`src/sbcf_pkg.sv`:
```
`default_nettype none
package sbcf_pkg;

    // Register stages of the limiter outside its divider:
    // difference, magnitude, psi, product, face value.
    localparam int LIM_FIXED_STAGES = 5;

    // Register stages of the flux datapath, the output register included.
    localparam int FLUX_STAGES = 8;

    // Pipeline control that the top level hands to each datapath module.
    typedef struct packed {
        logic en;
    } t_pipe_ctl;

endpackage
`default_nettype wire

```
`src/sbcf_limiter.sv`:
```
`default_nettype none
module sbcf_limiter #(
    parameter int VW = 32,
    parameter int F  = 16
) (
    input  wire                   i_clk,
    input  sbcf_pkg::t_pipe_ctl   i_ctl,
    input  wire signed [VW-1:0]   i_num_a,
    input  wire signed [VW-1:0]   i_num_b,
    input  wire signed [VW-1:0]   i_den_a,
    input  wire signed [VW-1:0]   i_den_b,
    input  wire signed [VW-1:0]   i_sup,
    input  wire signed [VW-1:0]   i_sdn,
    output logic signed [VW-1:0]  o_face
);
    localparam int DW = VW + 1;
    localparam int QB = F + 1;
    localparam int PW = F + 2;
    localparam int ND = F + 1;
    localparam int MW = PW + 1 + DW;
    localparam logic [PW-1:0] ONE = PW'(1) << F;
    localparam logic [PW-1:0] TWO = PW'(1) << (F + 1);

    // stage 1: differences
    logic signed [DW-1:0] r1_num, r1_den, r1_diff;
    logic signed [VW-1:0] r1_sup;

    always_ff @(posedge i_clk) begin
        if (i_ctl.en) begin
            r1_num  <= {i_num_a[VW-1], i_num_a} - {i_num_b[VW-1], i_num_b};
            r1_den  <= {i_den_a[VW-1], i_den_a} - {i_den_b[VW-1], i_den_b};
            r1_diff <= {i_sdn[VW-1], i_sdn} - {i_sup[VW-1], i_sup};
            r1_sup  <= i_sup;
        end
    end

    // stage 2: magnitudes and special cases
    logic [DW-1:0]        r2_n, r2_d;
    logic                 r2_zden, r2_npos, r2_bad;
    logic signed [DW-1:0] r2_diff;
    logic signed [VW-1:0] r2_sup;
    logic [DW-1:0]        n_n, n_d;
    logic                 n_nzero;

    always_comb begin
        n_n     = r1_num[DW-1] ? DW'(-r1_num) : DW'(r1_num);
        n_d     = r1_den[DW-1] ? DW'(-r1_den) : DW'(r1_den);
        n_nzero = (r1_num == '0);
    end

    always_ff @(posedge i_clk) begin
        if (i_ctl.en) begin
            r2_n    <= n_n;
            r2_d    <= n_d;
            r2_zden <= (r1_den == '0);
            r2_npos <= !r1_num[DW-1] && !n_nzero;
            r2_bad  <= n_nzero || (r1_num[DW-1] != r1_den[DW-1]);
            r2_diff <= r1_diff;
            r2_sup  <= r1_sup;
        end
    end

    // divider: one quotient bit per stage
    logic [DW-1:0]        r_rem  [ND];
    logic [DW-1:0]        r_dv   [ND];
    logic [QB-1:0]        r_q    [ND];
    logic                 r_zden [ND];
    logic                 r_npos [ND];
    logic                 r_bad  [ND];
    logic                 r_big  [ND];
    logic signed [DW-1:0] r_ddif [ND];
    logic signed [VW-1:0] r_dsup [ND];

    for (genvar k = 0; k < ND; k++) begin : g_div
        logic [DW:0] t, sub;
        logic        ge;
        if (k == 0) begin : g_first
            always_comb begin
                t   = {1'b0, r2_n};
                ge  = t >= {1'b0, r2_d};
                sub = t - {1'b0, r2_d};
            end
            always_ff @(posedge i_clk) begin
                if (i_ctl.en) begin
                    r_rem[k]  <= ge ? sub[DW-1:0] : t[DW-1:0];
                    r_dv[k]   <= r2_d;
                    r_q[k]    <= {{(QB-1){1'b0}}, ge};
                    r_zden[k] <= r2_zden;
                    r_npos[k] <= r2_npos;
                    r_bad[k]  <= r2_bad;
                    r_big[k]  <= {1'b0, r2_n} >= {r2_d, 1'b0};
                    r_ddif[k] <= r2_diff;
                    r_dsup[k] <= r2_sup;
                end
            end
        end else begin : g_step
            always_comb begin
                t   = {r_rem[k-1], 1'b0};
                ge  = t >= {1'b0, r_dv[k-1]};
                sub = t - {1'b0, r_dv[k-1]};
            end
            always_ff @(posedge i_clk) begin
                if (i_ctl.en) begin
                    r_rem[k]  <= ge ? sub[DW-1:0] : t[DW-1:0];
                    r_dv[k]   <= r_dv[k-1];
                    r_q[k]    <= {r_q[k-1][QB-2:0], ge};
                    r_zden[k] <= r_zden[k-1];
                    r_npos[k] <= r_npos[k-1];
                    r_bad[k]  <= r_bad[k-1];
                    r_big[k]  <= r_big[k-1];
                    r_ddif[k] <= r_ddif[k-1];
                    r_dsup[k] <= r_dsup[k-1];
                end
            end
        end
    end

    // psi stage
    logic [PW-1:0]        r_psi, n_psi, n_two, n_a, n_b;
    logic signed [DW-1:0] r_pdif;
    logic signed [VW-1:0] r_psup;

    always_comb begin
        n_two = {r_q[ND-1], 1'b0};
        n_a   = (n_two < ONE) ? n_two : ONE;
        n_b   = {1'b0, r_q[ND-1]};
        priority if (r_zden[ND-1]) begin
            n_psi = r_npos[ND-1] ? TWO : '0;
        end else if (r_bad[ND-1]) begin
            n_psi = '0;
        end else if (r_big[ND-1]) begin
            n_psi = TWO;
        end else begin
            n_psi = (n_a > n_b) ? n_a : n_b;
        end
    end

    always_ff @(posedge i_clk) begin
        if (i_ctl.en) begin
            r_psi  <= n_psi;
            r_pdif <= r_ddif[ND-1];
            r_psup <= r_dsup[ND-1];
        end
    end

    // product stage
    logic signed [MW-1:0] r_prod;
    logic signed [VW-1:0] r_msup;

    always_ff @(posedge i_clk) begin
        if (i_ctl.en) begin
            r_prod <= MW'($signed({1'b0, r_psi}) * r_pdif);
            r_msup <= r_psup;
        end
    end

    // face stage: floor shift, then add the upwind value
    logic signed [MW-1:0] n_sh, n_face;

    always_comb begin
        n_sh   = r_prod >>> (F + 1);
        n_face = n_sh + {{(MW-VW){r_msup[VW-1]}}, r_msup};
    end

    always_ff @(posedge i_clk) begin
        if (i_ctl.en) begin
            o_face <= n_face[VW-1:0];
        end
    end
endmodule
`default_nettype wire

```
`config.mk`:
```
export PLATFORM = sky130hd
export DESIGN_NAME = sbcf_limiter
export DESIGN_NICKNAME = d
export VERILOG_FILES = /design/src/sbcf_pkg.sv /design/src/sbcf_limiter.sv
export SDC_FILE = /design/constraint.sdc
export NUM_CORES = 2
export LEC_CHECK = 0
export BUFFER_PORTS_ARGS = -buffer_cell sky130_fd_sc_hd__buf_2
export CAP_MARGIN = 20
export CORE_MARGIN = 2
export CORE_UTILIZATION = 58
export CTS_CLUSTER_DIAMETER = 80
export CTS_CLUSTER_SIZE = 24
export DETAILED_ROUTE_END_ITERATION = 16
export GPL_ROUTABILITY_DRIVEN = 0
export PLACE_DENSITY_LB_ADDON = 0.3
export SYNTH_ARGS = -nofsm -noshare
export SYNTH_HDL_FRONTEND = slang
export SYNTH_SLANG_ARGS = --single-unit
```
`constraint.sdc`:
```
create_clock -name i_clk -period 7.3 [get_ports i_clk]
set_input_delay 1.095 -clock i_clk [delete_from_list [all_inputs] [get_ports i_clk]]
set_output_delay 1.095 -clock i_clk [all_outputs]
set_load 0.005 [all_outputs]
```
==> flow_metrics.py <==
metrics = {
    "synth": {
        "synth_area_leaders": "edfxtp_1 (58%), fa_1 (7.8%), ha_1 (7.3%), inv_1 (3.8%), xnor2_1 (2.6%)",
        "syn_avg_cell_area_um2": 13.0,
        "yosysTopAreaCell": "edfxtp_1",
        "synth_top_area_share_pct": 57.8,
        "yosysUniqueCellTypes": 86,
        "synth_cells": 11300,
        "ys_top_cells_by_count": "edfxtp_1 (2826), inv_1 (1478), ha_1 (856)",
        "synth-main-ff-cell": "edfxtp_1",
        "yosys_warnings": 0,
        "yosysSeqAreaShare_pct": 57.8,
        "synth_nets": 12900,
        "synth.most_common_cell": "edfxtp_1",
        "synth_edf_count": 2826,
        "netlist_area_um2": 147000,
        "async_reset_ff_share_pct": 0,
        "synth_seq_cells": 2826,
    },
    "placed_design": {
        "io_buffers": 225,
        "place_inst": 14800,
        "placed_cell_area_um2": 153000,
        "dp_hpwl_um": 217000,
    },
    "finish": {
        "final_util_pct": 62.7,
        "syn_to_final_growth_pct": 7.39,
        "fin_cells": 15100,
        "layout-drive-gt1-share_pct": 5.93,
        "nets": 13300,
        "fin_area_um2": 158000,
    },
    "power": {
        "ir_drop_uv": 357,
        "power.density_nw_per_um2": 388,
        "power_leakage_nw": 64.0,
    },
    "clocking": {
        "clkSlewWorstSetupHoldPaths_ns": 0.09,
        "clock-root-buffer": "clkbuf_16",
        "clock-sinks": 2826,
        "clk_latency_ns": 0.87,
        "cts_hold_buf": 0,
        "numCtsBuffers": 151,
        "htree_levels": 4,
        "cts_tree": "built",
        "cts_buffer_depth": 3,
    },
    "detailed_routing": {
        "drc_errors": 0,
        "totalWireLength_um": 287000,
        "wl_per_cell_um": 19.1,
        "ant_nets": 0,
        "drtIter0Drc": 6624,
        "via_count": 85500,
        "first_pass_iters": 8,
        "viasPerCell": 5.68,
    },
    "timing": {
        "min_period_ns": 7.16,
        "finalHoldViolations": 0,
        "setup_viol": 0,
        "max-slew-margin-rel_pct": 22.0,
        "fin_tns_setup_ns": 0,
        "slew_viol_final": 0,
        "hold_ws_ns": 0.388,
        "fmax_ghz": 0.140,
        "finalCritPeriodShare_pct": 98.0,
        "clock_skew_ns": 0.0697,
        "worst_pin_slew_ns": 1.16,
    },
    "setup_path": {
        "slowest_delay_ns": 0.56,
        "required_ns": 8.04,
        "path_max_fanout": 9,
        "crit_top_cell": "fa_1",
        "critPathBufInv": 4,
        "crit_family": "adder cells",
        "worst_setup_path_start_kind": "register",
        "arrival_ns": 7.89,
        "crit_path_end_kind": "register",
        "cp_cell_sequence": "buf_4 -> buf_4 -> and2_1 -> fa_1 -> fa_1 -> inv_1 -> fa_1 -> inv_1 -> fa_1 -> ha_1 -> fa_1 -> ha_4 -> a21o_1 -> a211o_4 -> a2111oi_4 -> o41ai_4 -> a21oi_2 -> a21oi_2 -> a2111oi_4 -> a21oi_2 -> a221o_1 -> or4_1 -> nand4_1",
        "cp_slowest_cell": "fa_1",
        "crit_type": "reg2reg",
    },
    "status": {
        "outcome": "completed",
    },
    "die": {
        "fp.dieH_um": 507,
        "die_w_um": 507,
        "start_util_pct": 58.3,
        "core_um2": 252000,
        "top_level_ports": 226,
        "num_rows": 184,
        "die_area_um2": 257000,
    },
    "global_route": {
        "grt_pass1_vias": 86900,
        "antenna_found_initial": 9,
        "grt-ovfl-total": 0,
        "grt_max_degree": 183,
        "grt_usage_pct": 22.2,
        "grt_pass1_wl_um": 454000,
    },
    "run": {
        "drv_cap": 0,
    },
    "min_path": {
        "hold_path.class": "reg2reg",
    },
}
[path summary, 6_finish.rpt]
check / from / to / slack [ns] / cells after the start
worst min-delay path: r_ddif[11][27] / r_ddif[12][27] / 0.39 / 0
worst max-delay path: r_psi[4] / r_prod[48] / 0.14 / 23
worst min register to register: r_ddif[11][27] / r_ddif[12][27] / 0.39 / 0
worst max register to register: r_psi[4] / r_prod[48] / 0.14 / 23
[layout make-up]
class | count | area, um2
tap | 3348 | 4190
sequential | 2826 | 84900
multi-input combinational | 6794 | 55800
clock inverter | 60 | 943
inverter | 1486 | 5580
timing repair buffer | 376 | 2510
antenna | 3 | 7.51
clock buffer | 158 | 3830
fill | 18300 | 94000
[layer usage]
metal | wire (um) | global-route usage, % | vias up
met1 | 113000 | 26.9 | 41200
met4 | 14900 | 10.8 | 2
met2 | 142000 | 38.5 | 2913
li1 | - | - | 40600
met3 | 16900 | 3.78 | 777
met5 | 12 | 0 | -
[through the flow]
| step | setup slack, ns | power, W |
|---|---|---|
| 6_report | 0.144 | 0.0611 |
| 3_3_place_gp | 0.155 | 0.0502 |
| 2_1_floorplan | 0.261 | 0.0437 |
| 4_1_cts | 0.0665 | 0.0608 |
| 3_5_place_dp | 0.0416 | 0.0514 |
| 5_1_grt | -0.0396 | 0.0651 |
[state kept, by name, summed over array words and instances, names as in the netlist, 33 cells and up]
name / count
r2_d: 33
r_dsup: 544
r_ddif: 561
r1_diff: 33
r2_n: 33
r_dv: 528
r1_den: 33
r_pdif: 33
r1_num: 33
r_q: 153
r2_diff: 33
r_rem: 528
[report_power, final]
| part | total, W | switching, W | leakage [nW] | internal [W] |
|---|---|---|---|---|
| Sequential | 0.0238 | 0.00152 | 27.7 | 0.0223 |
| Combinational | 0.0280 | 0.0162 | 34.1 | 0.0119 |
| Clock | 0.00925 | 0.00509 | 2.30 | 0.00417 |
| Total | 0.0611 | 0.0228 | 64.0 | 0.0383 |
[cells by family (layout without fill, tap and decap cells)]
kind of cell	after synthesis	in the layout	synth area share, %
DFF	2826	2826	57.8
AOI/OAI and AO/OA	2088	2088	8.92
buffers and inverters	1695	2080	4.34
and+or+nand+nor	2372	2372	8.01
xor gates and xnor gates	640	640	3.82
muxes	266	266	2.01
adders and majority gates	1428	1428	15.1
other	0	3	0
[repair_timing]
action                                  4_1_cts  5_1_grt
buffers inserted                              0       17
gates resized for setup                       0       20
endpoints found under the setup margin        0        6
[cells in the final DEF (no fill, tap or decap), types with 300 or more instances in the layout]
| cell | count |
|---|---|
| inv_1 | 1477 |
| nand2_1 | 731 |
| edfxtp_1 | 2826 |
| fa_1 | 572 |
| xnor2_1 | 428 |
| a21o_1 | 300 |
| a21oi_1 | 632 |
| and2_1 | 391 |
| o21ai_0 | 341 |
| ha_1 | 853 |
| nor2_1 | 443 |
Note: power is estimated with default switching activity, not from simulation.
